===== src/rtl/core/vsoc_pkg.sv =====
// Shared types, constants and discharge-curve tables for the pack voltage
// to state-of-charge pipeline. No dependencies.
package vsoc_pkg;

    // Field and register widths.
    localparam int MV_W       = 16;
    localparam int PCT_W      = 14;
    localparam int CHEM_W     = 3;
    localparam int CELLS_W    = 5;
    localparam int CFG_IDX_W  = 2;
    localparam int CFG_DATA_W = 16;

    // Configuration register indexes.
    localparam logic [CFG_IDX_W-1:0] CFG_IDX_CHEMISTRY = 2'd0;
    localparam logic [CFG_IDX_W-1:0] CFG_IDX_CELLS     = 2'd1;
    localparam logic [CFG_IDX_W-1:0] CFG_IDX_PACK_MIN  = 2'd2;
    localparam logic [CFG_IDX_W-1:0] CFG_IDX_PACK_MAX  = 2'd3;

    // Chemistry codes. Codes above lead-acid are treated as unknown.
    localparam logic [CHEM_W-1:0] CHEM_UNKNOWN   = 3'd0;
    localparam logic [CHEM_W-1:0] CHEM_LIION     = 3'd1;
    localparam logic [CHEM_W-1:0] CHEM_LIPO      = 3'd2;
    localparam logic [CHEM_W-1:0] CHEM_LIFEPO4   = 3'd3;
    localparam logic [CHEM_W-1:0] CHEM_NIMH      = 3'd4;
    localparam logic [CHEM_W-1:0] CHEM_LEAD_ACID = 3'd5;

    localparam logic [CELLS_W-1:0] MAX_SERIES = 5'd16;

    localparam logic [PCT_W-1:0] FULL_SCALE    = 14'd10000;
    localparam logic [MV_W-1:0]  FLAT_EMPTY_MV = 16'd3000;
    localparam logic [MV_W-1:0]  FLAT_FULL_MV  = 16'd4200;
    localparam logic [MV_W-1:0]  FLAT_SPAN_MV  = FLAT_FULL_MV - FLAT_EMPTY_MV;

    // Pipelined restoring divider geometry. The dividend must stay below
    // divisor * 2**QUOT_W, which every use in this block guarantees.
    localparam int DIVIDEND_W         = 30;
    localparam int DIVISOR_W          = 16;
    localparam int QUOT_W             = 16;
    localparam int DIV_BITS_PER_STAGE = 2;
    localparam int DIV_STAGES         = QUOT_W / DIV_BITS_PER_STAGE;

    // Discharge curves: one row per chemistry that uses a curve.
    localparam int CURVE_POINTS = 13;
    localparam int CURVE_COUNT  = 3;
    localparam int CURVE_SEL_W  = $clog2(CURVE_COUNT);
    localparam int SEG_COUNT    = CURVE_POINTS - 1;
    localparam int PT_W         = $clog2(CURVE_POINTS);

    localparam logic [PCT_W-1:0] CURVE_SOC [CURVE_POINTS] = '{
        14'd0, 14'd500, 14'd1000, 14'd2000, 14'd3000, 14'd4000, 14'd5000,
        14'd6000, 14'd7000, 14'd8000, 14'd9000, 14'd9500, 14'd10000
    };

    localparam logic [MV_W-1:0] CURVE_MV [CURVE_COUNT][CURVE_POINTS] = '{
        '{16'd2850, 16'd3210, 16'd3320, 16'd3430, 16'd3490, 16'd3600, 16'd3680,
          16'd3750, 16'd3810, 16'd3890, 16'd4030, 16'd4110, 16'd4170},
        '{16'd3150, 16'd3260, 16'd3370, 16'd3480, 16'd3590, 16'd3680, 16'd3730,
          16'd3780, 16'd3830, 16'd3910, 16'd4050, 16'd4110, 16'd4170},
        '{16'd2430, 16'd2840, 16'd3040, 16'd3150, 16'd3200, 16'd3240, 16'd3260,
          16'd3290, 16'd3310, 16'd3330, 16'd3360, 16'd3380, 16'd3380}
    };

    // One finished result as it travels through the output buffer.
    typedef struct packed {
        logic             config_fault;
        logic             linear_mode;
        logic [PCT_W-1:0] charge;
    } result_t;

endpackage


===== src/rtl/core/voltage_to_state_of_charge_top.sv =====
// An accepted beat passes through stages A and B, an 8-stage divider, stages C to E, a
// second 8-stage divider, stage F and the output register before m_tvalid rises.
// Throughput: one beat per cycle; every stage takes a new beat each cycle, and a stall
// only freezes the pipeline in place. Reset: aresetn is synchronous and active low; it
// clears the configuration registers to zero and empties the pipeline and output buffer.
// Depends on vsoc_pkg, vsoc_div and vsoc_skid.
module voltage_to_state_of_charge_top
    import vsoc_pkg::*;
(
    input  logic                  aclk,
    input  logic                  aresetn,
    // Input channel. s_tdata: [15:0] pack_mv.
    input  logic                  s_tvalid,
    output logic                  s_tready,
    input  logic [15:0]           s_tdata,
    // Result channel. m_tdata: [13:0] charge_centipercent, upper bits zero.
    output logic                  m_tvalid,
    input  logic                  m_tready,
    output logic [15:0]           m_tdata,
    // m_tuser: [0] linear_mode, [1] config_fault.
    output logic [1:0]            m_tuser,
    // Configuration write port.
    input  logic                  cfg_wr_en,
    input  logic [CFG_IDX_W-1:0]  cfg_addr,
    input  logic [CFG_DATA_W-1:0] cfg_wdata
);

    // Sideband that rides beside the first divider.
    typedef struct packed {
        logic [CHEM_W-1:0] chem;
        logic              lin;
        logic              fault;
        logic              pos;
        logic              sat;
    } sb1_t;

    // Sideband that rides beside the second divider.
    typedef struct packed {
        logic             direct;
        logic [PCT_W-1:0] direct_val;
        logic [PCT_W-1:0] base;
        logic             lin;
        logic             fault;
    } sb2_t;

    // ------------------------------------------------------------------
    // Configuration registers. Write only while the block is idle; nothing enforces it.
    // ------------------------------------------------------------------
    logic [CHEM_W-1:0]  chem_reg;
    logic [CELLS_W-1:0] cells_reg;
    logic [MV_W-1:0]    min_reg;
    logic [MV_W-1:0]    max_reg;

    always_ff @(posedge aclk) begin
        if (!aresetn) begin
            chem_reg  <= '0;
            cells_reg <= '0;
            min_reg   <= '0;
            max_reg   <= '0;
        end else if (cfg_wr_en) begin
            unique case (cfg_addr)
                CFG_IDX_CHEMISTRY: chem_reg  <= cfg_wdata[CHEM_W-1:0];
                CFG_IDX_CELLS:     cells_reg <= cfg_wdata[CELLS_W-1:0];
                CFG_IDX_PACK_MIN:  min_reg   <= cfg_wdata[MV_W-1:0];
                CFG_IDX_PACK_MAX:  max_reg   <= cfg_wdata[MV_W-1:0];
                default: ;
            endcase
        end
    end

    // The whole pipeline advances together whenever the output buffer has
    // room. The buffer's ready is a register, so m_tready never reaches
    // s_tready combinationally.
    logic en;
    assign s_tready = en;

    // ------------------------------------------------------------------
    // Stage A: mode decode and absolute differences for the linear scale.
    // ------------------------------------------------------------------
    logic               a_valid_reg;
    logic [MV_W-1:0]    a_v_reg;
    logic [CHEM_W-1:0]  a_chem_reg;
    logic               a_lin_reg, a_fault_reg, a_pos_reg;
    logic [MV_W-1:0]    a_absnum_reg, a_absden_reg;
    logic [CELLS_W-1:0] a_cells_reg;

    logic               a_lin_next, a_fault_next, a_pos_next;
    logic [MV_W-1:0]    a_v_next, a_absnum_next, a_absden_next;
    logic [CELLS_W-1:0] a_cells_next;

    always_comb begin
        a_v_next      = s_tdata[MV_W-1:0];
        a_lin_next    = (chem_reg == CHEM_UNKNOWN) || (chem_reg > CHEM_LEAD_ACID) ||
                        (cells_reg == '0);
        // An empty pack range is only a fault when the linear scale is in use.
        a_fault_next  = a_lin_next && (max_reg == min_reg);
        a_absnum_next = (a_v_next >= min_reg) ? a_v_next - min_reg : min_reg - a_v_next;
        a_absden_next = (max_reg >= min_reg) ? max_reg - min_reg : min_reg - max_reg;
        // Only a sample on the same side of the empty point as the full
        // point gives a nonzero charge; a reversed range inverts the scale.
        a_pos_next    = (a_v_next != min_reg) && !a_fault_next &&
                        ((a_v_next > min_reg) == (max_reg > min_reg));
        a_cells_next  = (cells_reg > MAX_SERIES) ? MAX_SERIES : cells_reg;
    end

    always_ff @(posedge aclk) begin
        if (en) begin
            a_v_reg      <= a_v_next;
            a_chem_reg   <= chem_reg;
            a_lin_reg    <= a_lin_next;
            a_fault_reg  <= a_fault_next;
            a_pos_reg    <= a_pos_next;
            a_absnum_reg <= a_absnum_next;
            a_absden_reg <= a_absden_next;
            a_cells_reg  <= a_cells_next;
        end
    end

    // ------------------------------------------------------------------
    // Stage B: saturation check and the scaling multiply that feeds the
    // first divider. In cell mode the divider splits the pack voltage
    // across the series cells instead.
    // ------------------------------------------------------------------
    logic                  b_valid_reg;
    logic [DIVIDEND_W-1:0] b_dividend_reg;
    logic [DIVISOR_W-1:0]  b_divisor_reg;
    sb1_t                  b_sb1_reg;

    logic                  b_sat;
    logic [DIVIDEND_W-1:0] b_dividend_next;
    logic [DIVISOR_W-1:0]  b_divisor_next;

    always_comb begin
        b_sat = (a_absnum_reg >= a_absden_reg);
        if (a_lin_reg) begin
            b_dividend_next = (a_pos_reg && !b_sat) ?
                              DIVIDEND_W'(a_absnum_reg) * DIVIDEND_W'(FULL_SCALE) : '0;
            b_divisor_next  = a_absden_reg;
        end else begin
            b_dividend_next = DIVIDEND_W'(a_v_reg);
            b_divisor_next  = DIVISOR_W'(a_cells_reg);
        end
    end

    always_ff @(posedge aclk) begin
        if (en) begin
            b_dividend_reg  <= b_dividend_next;
            b_divisor_reg   <= b_divisor_next;
            b_sb1_reg.chem  <= a_chem_reg;
            b_sb1_reg.lin   <= a_lin_reg;
            b_sb1_reg.fault <= a_fault_reg;
            b_sb1_reg.pos   <= a_pos_reg;
            b_sb1_reg.sat   <= b_sat;
        end
    end

    // ------------------------------------------------------------------
    // First divider: linear-scale quotient or per-cell voltage.
    // ------------------------------------------------------------------
    logic              div1_valid;
    logic [QUOT_W-1:0] div1_quot;
    sb1_t              sb1_pipe_reg [DIV_STAGES];

    vsoc_div u_div1 (
        .aclk         (aclk),
        .aresetn      (aresetn),
        .en           (en),
        .in_valid     (b_valid_reg),
        .in_dividend  (b_dividend_reg),
        .in_divisor   (b_divisor_reg),
        .out_valid    (div1_valid),
        .out_quotient (div1_quot)
    );

    always_ff @(posedge aclk) begin
        if (en) begin
            sb1_pipe_reg[0] <= b_sb1_reg;
            for (int k = 1; k < DIV_STAGES; k++) begin
                sb1_pipe_reg[k] <= sb1_pipe_reg[k-1];
            end
        end
    end

    // ------------------------------------------------------------------
    // Stage C: finish the linear result and compare the cell voltage
    // against every point of the selected discharge curve.
    // ------------------------------------------------------------------
    logic                   c_valid_reg;
    logic [MV_W-1:0]        c_cell_reg;
    logic                   c_lin_reg, c_fault_reg, c_curve_reg;
    logic [PCT_W-1:0]       c_lin_pct_reg;
    logic [CURVE_SEL_W-1:0] c_row_reg;
    logic [SEG_COUNT-1:0]   c_hit_reg;
    logic                   c_below_reg, c_above_reg;

    sb1_t                   c_sb;
    logic [MV_W-1:0]        c_cell;
    logic                   c_curve;
    logic [CURVE_SEL_W-1:0] c_row;
    logic [PCT_W-1:0]       c_lin_pct;
    logic [SEG_COUNT-1:0]   c_hit;

    always_comb begin
        c_sb    = sb1_pipe_reg[DIV_STAGES-1];
        c_cell  = div1_quot[MV_W-1:0];
        c_curve = (c_sb.chem == CHEM_LIION) || (c_sb.chem == CHEM_LIPO) ||
                  (c_sb.chem == CHEM_LIFEPO4);
        c_row   = c_curve ? CURVE_SEL_W'(c_sb.chem - CHEM_LIION) : '0;
        if (c_sb.fault || !c_sb.pos) begin
            c_lin_pct = '0;
        end else if (c_sb.sat) begin
            c_lin_pct = FULL_SCALE;
        end else begin
            c_lin_pct = div1_quot[PCT_W-1:0];
        end
        for (int i = 0; i < SEG_COUNT; i++) begin
            c_hit[i] = (c_cell >= CURVE_MV[c_row][i]) && (c_cell <= CURVE_MV[c_row][i+1]);
        end
    end

    always_ff @(posedge aclk) begin
        if (en) begin
            c_cell_reg    <= c_cell;
            c_lin_reg     <= c_sb.lin;
            c_fault_reg   <= c_sb.fault;
            c_curve_reg   <= c_curve;
            c_lin_pct_reg <= c_lin_pct;
            c_row_reg     <= c_row;
            c_hit_reg     <= c_hit;
            c_below_reg   <= (c_cell <= CURVE_MV[c_row][0]);
            c_above_reg   <= (c_cell >= CURVE_MV[c_row][CURVE_POINTS-1]);
        end
    end

    // ------------------------------------------------------------------
    // Stage D: pick the first matching segment, or settle the result
    // outright when no interpolation is needed.
    // ------------------------------------------------------------------
    logic             d_valid_reg;
    logic [MV_W-1:0]  d_x_reg;
    logic [PCT_W-1:0] d_rise_reg;
    logic [MV_W-1:0]  d_span_reg;
    sb2_t             d_sb2_reg;

    logic [PT_W-1:0]  d_lo_idx, d_hi_idx;
    logic             d_found;
    logic [MV_W-1:0]  d_lo_mv, d_hi_mv, d_span, d_x;
    logic [PCT_W-1:0] d_rise;
    sb2_t             d_sb2;

    always_comb begin
        d_lo_idx = '0;
        for (int i = SEG_COUNT - 1; i >= 0; i--) begin
            if (c_hit_reg[i]) begin
                d_lo_idx = PT_W'(i);
            end
        end
        d_found  = |c_hit_reg;
        d_hi_idx = d_lo_idx + PT_W'(1);
        d_lo_mv  = CURVE_MV[c_row_reg][d_lo_idx];
        d_hi_mv  = CURVE_MV[c_row_reg][d_hi_idx];

        d_sb2.lin        = c_lin_reg;
        d_sb2.fault      = c_fault_reg;
        d_sb2.direct     = 1'b1;
        d_sb2.direct_val = '0;
        d_sb2.base       = '0;
        d_x              = '0;
        d_rise           = '0;
        d_span           = '0;

        if (c_lin_reg) begin
            d_sb2.direct_val = c_lin_pct_reg;
        end else if (c_curve_reg) begin
            if (c_above_reg && !c_below_reg) begin
                d_sb2.direct_val = FULL_SCALE;
            end else if (!c_below_reg && d_found) begin
                d_sb2.base = CURVE_SOC[d_lo_idx];
                d_span     = d_hi_mv - d_lo_mv;
                d_x        = c_cell_reg - d_lo_mv;
                d_rise     = CURVE_SOC[d_hi_idx] - CURVE_SOC[d_lo_idx];
                if (d_span == '0) begin
                    // A zero-width segment holds the charge at its start.
                    d_sb2.direct_val = CURVE_SOC[d_lo_idx];
                end else begin
                    d_sb2.direct = 1'b0;
                end
            end
        end else begin
            // NiMH and lead-acid use a straight per-cell scale.
            if (c_cell_reg >= FLAT_FULL_MV) begin
                d_sb2.direct_val = FULL_SCALE;
            end else if (c_cell_reg > FLAT_EMPTY_MV) begin
                d_sb2.direct = 1'b0;
                d_x          = c_cell_reg - FLAT_EMPTY_MV;
                d_rise       = FULL_SCALE;
                d_span       = FLAT_SPAN_MV;
            end
        end
    end

    always_ff @(posedge aclk) begin
        if (en) begin
            d_x_reg    <= d_x;
            d_rise_reg <= d_rise;
            d_span_reg <= d_span;
            d_sb2_reg  <= d_sb2;
        end
    end

    // ------------------------------------------------------------------
    // Stage E: interpolation multiply that feeds the second divider.
    // ------------------------------------------------------------------
    logic                  e_valid_reg;
    logic [DIVIDEND_W-1:0] e_dividend_reg;
    logic [DIVISOR_W-1:0]  e_divisor_reg;
    sb2_t                  e_sb2_reg;

    always_ff @(posedge aclk) begin
        if (en) begin
            e_dividend_reg <= d_sb2_reg.direct ? '0 :
                              DIVIDEND_W'(d_x_reg) * DIVIDEND_W'(d_rise_reg);
            e_divisor_reg  <= d_span_reg;
            e_sb2_reg      <= d_sb2_reg;
        end
    end

    // ------------------------------------------------------------------
    // Second divider: interpolation step within the segment.
    // ------------------------------------------------------------------
    logic              div2_valid;
    logic [QUOT_W-1:0] div2_quot;
    sb2_t              sb2_pipe_reg [DIV_STAGES];

    vsoc_div u_div2 (
        .aclk         (aclk),
        .aresetn      (aresetn),
        .en           (en),
        .in_valid     (e_valid_reg),
        .in_dividend  (e_dividend_reg),
        .in_divisor   (e_divisor_reg),
        .out_valid    (div2_valid),
        .out_quotient (div2_quot)
    );

    always_ff @(posedge aclk) begin
        if (en) begin
            sb2_pipe_reg[0] <= e_sb2_reg;
            for (int k = 1; k < DIV_STAGES; k++) begin
                sb2_pipe_reg[k] <= sb2_pipe_reg[k-1];
            end
        end
    end

    // ------------------------------------------------------------------
    // Stage F: add the segment base and saturate to full scale.
    // ------------------------------------------------------------------
    logic        f_valid_reg;
    result_t     f_result_reg;

    sb2_t        f_sb;
    logic [QUOT_W:0] f_sum;
    result_t     f_result;

    always_comb begin
        f_sb  = sb2_pipe_reg[DIV_STAGES-1];
        f_sum = (QUOT_W + 1)'(f_sb.base) + (QUOT_W + 1)'(div2_quot);
        f_result.linear_mode  = f_sb.lin;
        f_result.config_fault = f_sb.fault;
        if (f_sb.direct) begin
            f_result.charge = f_sb.direct_val;
        end else if (f_sum > (QUOT_W + 1)'(FULL_SCALE)) begin
            f_result.charge = FULL_SCALE;
        end else begin
            f_result.charge = f_sum[PCT_W-1:0];
        end
    end

    always_ff @(posedge aclk) begin
        if (en) begin
            f_result_reg <= f_result;
        end
    end

    // Valid bits for the stages kept in this module.
    always_ff @(posedge aclk) begin
        if (!aresetn) begin
            a_valid_reg <= 1'b0;
            b_valid_reg <= 1'b0;
            c_valid_reg <= 1'b0;
            d_valid_reg <= 1'b0;
            e_valid_reg <= 1'b0;
            f_valid_reg <= 1'b0;
        end else if (en) begin
            a_valid_reg <= s_tvalid;
            b_valid_reg <= a_valid_reg;
            c_valid_reg <= div1_valid;
            d_valid_reg <= c_valid_reg;
            e_valid_reg <= d_valid_reg;
            f_valid_reg <= div2_valid;
        end
    end

    // ------------------------------------------------------------------
    // Output buffer. The stage D valid is not needed downstream beyond
    // stage E; stage C and D valid bits keep the chain aligned.
    // ------------------------------------------------------------------
    result_t out_result;
    logic    out_valid;

    vsoc_skid u_skid (
        .aclk      (aclk),
        .aresetn   (aresetn),
        .in_valid  (f_valid_reg),
        .in_data   (f_result_reg),
        .in_ready  (en),
        .out_valid (out_valid),
        .out_data  (out_result),
        .out_ready (m_tready)
    );

    assign m_tvalid = out_valid;
    assign m_tdata  = {(16 - PCT_W)'(0), out_result.charge};
    assign m_tuser  = {out_result.config_fault, out_result.linear_mode};

`ifndef SYNTHESIS
    // A configuration fault only arises in linear mode and forces zero charge.
    a_fault_zero: assert property (@(posedge aclk) disable iff (!aresetn)
        (m_tvalid && out_result.config_fault) |->
        (out_result.linear_mode && (out_result.charge == '0)))
        else $error("config fault beat without linear mode or with nonzero charge");

    // Every delivered charge is saturated to full scale.
    a_charge_range: assert property (@(posedge aclk) disable iff (!aresetn)
        m_tvalid |-> (out_result.charge <= FULL_SCALE))
        else $error("charge beyond full scale");

    // The pipeline freezes only while a finished result waits at the output.
    a_stall_cause: assert property (@(posedge aclk) disable iff (!aresetn)
        !s_tready |-> m_tvalid)
        else $error("input stalled with no result waiting");
`endif

endmodule


===== src/rtl/core/vsoc_div.sv =====
// Pipelined restoring divider, two quotient bits per register stage.
// Depends on vsoc_pkg for its widths and depth.
module vsoc_div
    import vsoc_pkg::*;
(
    input  logic                  aclk,
    input  logic                  aresetn,
    input  logic                  en,
    input  logic                  in_valid,
    input  logic [DIVIDEND_W-1:0] in_dividend,
    input  logic [DIVISOR_W-1:0]  in_divisor,
    output logic                  out_valid,
    output logic [QUOT_W-1:0]     out_quotient
);

    typedef struct packed {
        logic [DIVISOR_W-1:0] rem;
        logic [QUOT_W-1:0]    bits;
        logic [DIVISOR_W-1:0] dvs;
    } div_state_t;

    // One restoring step: shift in the next dividend bit, subtract if it fits.
    function automatic div_state_t div_bit(div_state_t s);
        logic [DIVISOR_W:0] t;
        div_state_t         r;
        r = s;
        t = {s.rem, s.bits[QUOT_W-1]};
        if (t >= {1'b0, s.dvs}) begin
            t      = t - {1'b0, s.dvs};
            r.bits = {s.bits[QUOT_W-2:0], 1'b1};
        end else begin
            r.bits = {s.bits[QUOT_W-2:0], 1'b0};
        end
        r.rem = t[DIVISOR_W-1:0];
        return r;
    endfunction

    div_state_t            stage_reg  [DIV_STAGES];
    div_state_t            stage_next [DIV_STAGES];
    div_state_t            stage_src  [DIV_STAGES];
    logic [DIV_STAGES-1:0] valid_reg;

    always_comb begin
        div_state_t s;
        stage_src[0].rem  = DIVISOR_W'(in_dividend[DIVIDEND_W-1:QUOT_W]);
        stage_src[0].bits = in_dividend[QUOT_W-1:0];
        stage_src[0].dvs  = in_divisor;
        for (int k = 1; k < DIV_STAGES; k++) begin
            stage_src[k] = stage_reg[k-1];
        end
        for (int k = 0; k < DIV_STAGES; k++) begin
            s = stage_src[k];
            for (int j = 0; j < DIV_BITS_PER_STAGE; j++) begin
                s = div_bit(s);
            end
            stage_next[k] = s;
        end
    end

    always_ff @(posedge aclk) begin
        if (en) begin
            stage_reg <= stage_next;
        end
    end

    always_ff @(posedge aclk) begin
        if (!aresetn) begin
            valid_reg <= '0;
        end else if (en) begin
            valid_reg <= {valid_reg[DIV_STAGES-2:0], in_valid};
        end
    end

    assign out_valid    = valid_reg[DIV_STAGES-1];
    assign out_quotient = stage_reg[DIV_STAGES-1].bits;

endmodule


===== src/rtl/core/vsoc_skid.sv =====
// Two-entry output buffer that decouples the pipeline stall from the
// result channel ready. Depends on vsoc_pkg for the result type.
module vsoc_skid
    import vsoc_pkg::*;
(
    input  logic    aclk,
    input  logic    aresetn,
    input  logic    in_valid,
    input  result_t in_data,
    output logic    in_ready,
    output logic    out_valid,
    output result_t out_data,
    input  logic    out_ready
);

    logic    out_valid_reg;
    result_t out_data_reg;
    logic    skid_valid_reg;
    result_t skid_data_reg;
    logic    in_fire;

    assign in_ready = !skid_valid_reg;
    assign in_fire  = in_valid && !skid_valid_reg;

    always_ff @(posedge aclk) begin
        if (!aresetn) begin
            out_valid_reg  <= 1'b0;
            skid_valid_reg <= 1'b0;
        end else if (out_ready || !out_valid_reg) begin
            if (skid_valid_reg) begin
                out_valid_reg  <= 1'b1;
                skid_valid_reg <= 1'b0;
            end else begin
                out_valid_reg <= in_fire;
            end
        end else if (in_fire) begin
            skid_valid_reg <= 1'b1;
        end
    end

    always_ff @(posedge aclk) begin
        if (out_ready || !out_valid_reg) begin
            out_data_reg <= skid_valid_reg ? skid_data_reg : in_data;
        end else if (in_fire) begin
            skid_data_reg <= in_data;
        end
    end

    assign out_valid = out_valid_reg;
    assign out_data  = out_data_reg;

endmodule

===== config.mk =====
export PLATFORM = sky130hd
export DESIGN_NAME = voltage_to_state_of_charge_top
export DESIGN_NICKNAME = d
export VERILOG_FILES = /design/src/rtl/core/vsoc_pkg.sv /design/src/rtl/core/voltage_to_state_of_charge_top.sv /design/src/rtl/core/vsoc_div.sv /design/src/rtl/core/vsoc_skid.sv
export SDC_FILE = /design/constraint.sdc
export NUM_CORES = 2
export LEC_CHECK = 0
export BUFFER_PORTS_ARGS = -buffer_cell sky130_fd_sc_hd__buf_4
export CELL_PAD_IN_SITES_DETAIL_PLACEMENT = 0
export CELL_PAD_IN_SITES_GLOBAL_PLACEMENT = 2
export CORE_ASPECT_RATIO = 0.9
export CORE_MARGIN = 3
export CORE_UTILIZATION = 33
export CTS_BUF_LIST = sky130_fd_sc_hd__clkbuf_8
export DETAILED_ROUTE_END_ITERATION = 16
export PLACE_DENSITY_LB_ADDON = 0.1
export SYNTH_ARGS = -nofsm -noshare
export SYNTH_HDL_FRONTEND = slang
export SYNTH_SLANG_ARGS = --single-unit

===== constraint.sdc =====
create_clock -name aclk -period 45.5 [get_ports aclk]
set_clock_uncertainty 0.15 [all_clocks]
set_input_delay 9.1 -clock aclk [delete_from_list [all_inputs] [get_ports aclk]]
set_output_delay 9.1 -clock aclk [all_outputs]
set_load 0.02 [all_outputs]

==> impl_metrics.csv <==
group,metric,value,unit
routing,antenna_left,0,
logic_synthesis,synthCells,7850,
global_routing,grt_max_degree,177,
logic_synthesis,ys_types,107,
routing,drc,0,
placement,dpl.hpwl,185.5,mm
placement,io_buffers,56,
placement,placed_cells,11331,
placement,placed_cell_area,0.09298,mm2
floorplanning,num_rows,179,
sta,tightest_slew,1.208,ns
routing,wirelength,238.5,mm
floorplanning,start_util,33.30,%
logic_synthesis,synth_commonest_cells,"edfxtp_1, ha_1, inv_1, nand2_1, a21oi_1",
logic_synthesis,synth_area,0.08831,mm2
logic_synthesis,synthArstFlopShare,0,%
cts,postCtsSetupRepairBufs,0,
logic_synthesis,yosys_most_used_dff,"edfxtp_1",
critical_path,crit_fanout,19,
sta,finalMaxSlewViolations,0,
cts,cts_max_path_buffers,4,
logic_synthesis,synth_top_area_share,45.02,%
placement,place_ws,32.60,ns
sta,finalSetupViolCount,0,
sta,hold_viol,0,
critical_path,worstSetupStartpointType,"input pin",
floorplanning,ios,59,
cells_and_area,area_delta_synth_final,10.45,%
global_routing,grt_antenna_before_repair,11,
global_routing,grt_pass1_vias,58812,
floorplanning,die_w,551.3,um
cts,post_cts_resized,0,
cells_and_area,layout-drive-gt1-share,10.13,%
global_routing,overflow,0,
cells_and_area,num-nets-final,9166,
logic_synthesis,synth_area_leaders,"edfxtp_1, ha_1, fa_1, mux2_2, inv_1",
critical_path,worstPathArrival,12.46,ns
cts,path_clk_slew,0.07,ns
logic_synthesis,yosys_register_bits,1388,
critical_path,cp-end-kind,"flop",
logic_synthesis,synth_edf_count,1324,
cts,cts_buffers,246,
logic_synthesis,yosysMostFrequentCell,"edfxtp_1",
cells_and_area,design_area,0.09754,mm2
run_status,status,"finished clean",
cells_and_area,largest_register_ffs,232,
floorplanning,die_h,496.8,um
sta,max_freq,0.08385,GHz
logic_synthesis,syn_avg_cell_area,11.25,um2
routing,drt_pre_antenna_iters,7,
critical_path,cp.required,46.03,ns
sta,slew_headroom,19.14,%
critical_path,path_class,"input pin to flop",
global_routing,grt_usage,17.20,%
cts,cts_sinks,1388,
cts,worstSkewPairLatency,1.01,ns
routing,via_count,57878,
routing,routedWlPerCell,20.26,um
logic_synthesis,netlist.top_cell.by_area,"edfxtp_1",
worst_hold_path,hold_path.class,"flop to flop",
sta,finalWorstSetupSlack,33.57,ns
cells_and_area,finalNonFillerCells,11768,
logic_synthesis,ys_warn_count,0,
cts,root_buffer,"clkbuf_8",
sta,rsz0062_at_grt,"false",
floorplanning,dieArea,0.2739,mm2
job,drv_cap,0,
routing,viasPerCell,4.918,
sta,period_share,26.21,%
critical_path,worst_path_largest_cell_delay,0.77,ns
critical_path,crit_chain,"buf_4 > inv_1 > ha_1 > and3_1 > nand3_1 > or4_1 > nand2_4 > mux2_2 > a211oi_1 > o21ai_0 > a31oi_1 > xnor2_1",
critical_path,critical_path.slowest_cell,"or4_1",
placement,routabilityCongestion,0.8333,
sta,min_period,11.93,ns
floorplanning,core,0.2652,mm2
sta,setup_tns,0,ns
cts,ctsHoldBuffers,0,
global_routing,grt_first_pass_wirelength,364.3,mm
cts,htree_levels,4,
routing,drtIter0Drc,3458,
logic_synthesis,ys_seq_area_share,46.47,%
cts,cts_tree,"yes",
[cell type report]
cell class,count,area (um2)
antenna,2,5.005
clock buffer,249,3427
clock inverter,186,1129
fill,26313,167600
inverter,779,2932
multi-input combinational,5519,43710
sequential,1388,41040
tap,3529,4415
timing repair buffer,116,883.3
[worst max-delay path, delay by kind of cell]
kind / cells / cell delay (ns)
XOR/XNOR: 1 / 0.09
AND/OR/NAND/NOR: 4 / 1.58
AO/OA/AOI/OAI: 3 / 0.71
multiplexers: 1 / 0.42
adder cells (fa/ha/maj): 1 / 0.39
buffers and inverters: 2 / 0.17
[metal layers]
metal	global-route usage, %	share of wire, %	vias to the layer above	wire length, um
met5	0	0.0029	-	7
met4	3.963	2.1	2	4960
met3	2.178	3.4	282	8144
met2	28.32	47	887	111300
met1	24.10	48	27850	114100
li1	-	-	28857	-
[per-stage QoR]
step | hold WS [ns] | utilization, %
2_1_floorplan | 0.2503 | -
3_3_place_gp | 0.2502 | 35.06
3_5_place_dp | 0.2545 | 35.06
4_1_cts | 0.1387 | 36.78
5_1_grt | 0.1429 | 36.78
6_report | 0.1511 | 36.78
[cell usage in the layout, fill, tap and decap left out, drive strengths merged, types with 16 or more instances in the layout]
cell type | netlist | routed
nand4 | 80 | 80
a21oi | 501 | 501
dfxtp | 64 | 64
clkbuf | 133 | 249
xor2 | 152 | 152
nor2 | 455 | 455
a211o | 21 | 21
edfxtp | 1324 | 1324
conb | 2 | 17
nor3 | 115 | 115
nand3 | 91 | 91
mux2 | 326 | 326
ha | 866 | 866
o21bai | 43 | 43
or4 | 17 | 17
a21o | 201 | 201
o31ai | 46 | 46
fa | 211 | 211
a21boi | 68 | 68
a22oi | 16 | 16
nor4 | 31 | 31
or3 | 41 | 41
inv | 779 | 854
o211ai | 37 | 37
buf | 46 | 116
o21ai | 355 | 355
o21a | 106 | 106
a221oi | 17 | 17
and3 | 36 | 36
xnor2 | 314 | 314
or2 | 23 | 23
mux2i | 83 | 83
o22ai | 35 | 35
and2 | 106 | 106
a31oi | 48 | 48
a211oi | 58 | 58
clkinv | 0 | 93
nor2b | 141 | 141
nand2b | 112 | 112
nand2 | 560 | 560
[path summary, 6_finish.rpt]
kind	startpoint	to	slack, ns	depth (start not counted)
max reg2reg	c_hit_reg[11]$_DFFE_PN_	d_sb2_reg[29]$_DFFE_PN_	38.28	25
max	s_tdata[9]	a_absnum_reg[15]$_DFFE_PN_	33.57	12
min reg2reg	u_div1.stage_reg[74]$_DFFE_PN_	u_div1.out_quotient[12]$_DFFE_PN_	0.15	0
min	u_div1.stage_reg[74]$_DFFE_PN_	u_div1.out_quotient[12]$_DFFE_PN_	0.15	0
[cells by family after synthesis]
kind of cell / synth area share, %
simple gates: 10.17
xor+xnor: 4.621
mux: 5.153
fa+ha+maj: 17.05
compound gates: 12.37
other cells: 0.008504
flops: 46.47
buf+inv: 4.158
Power is not shown: default switching activity piles up to over one toggle a cycle in this logic, so the estimate is an artifact.
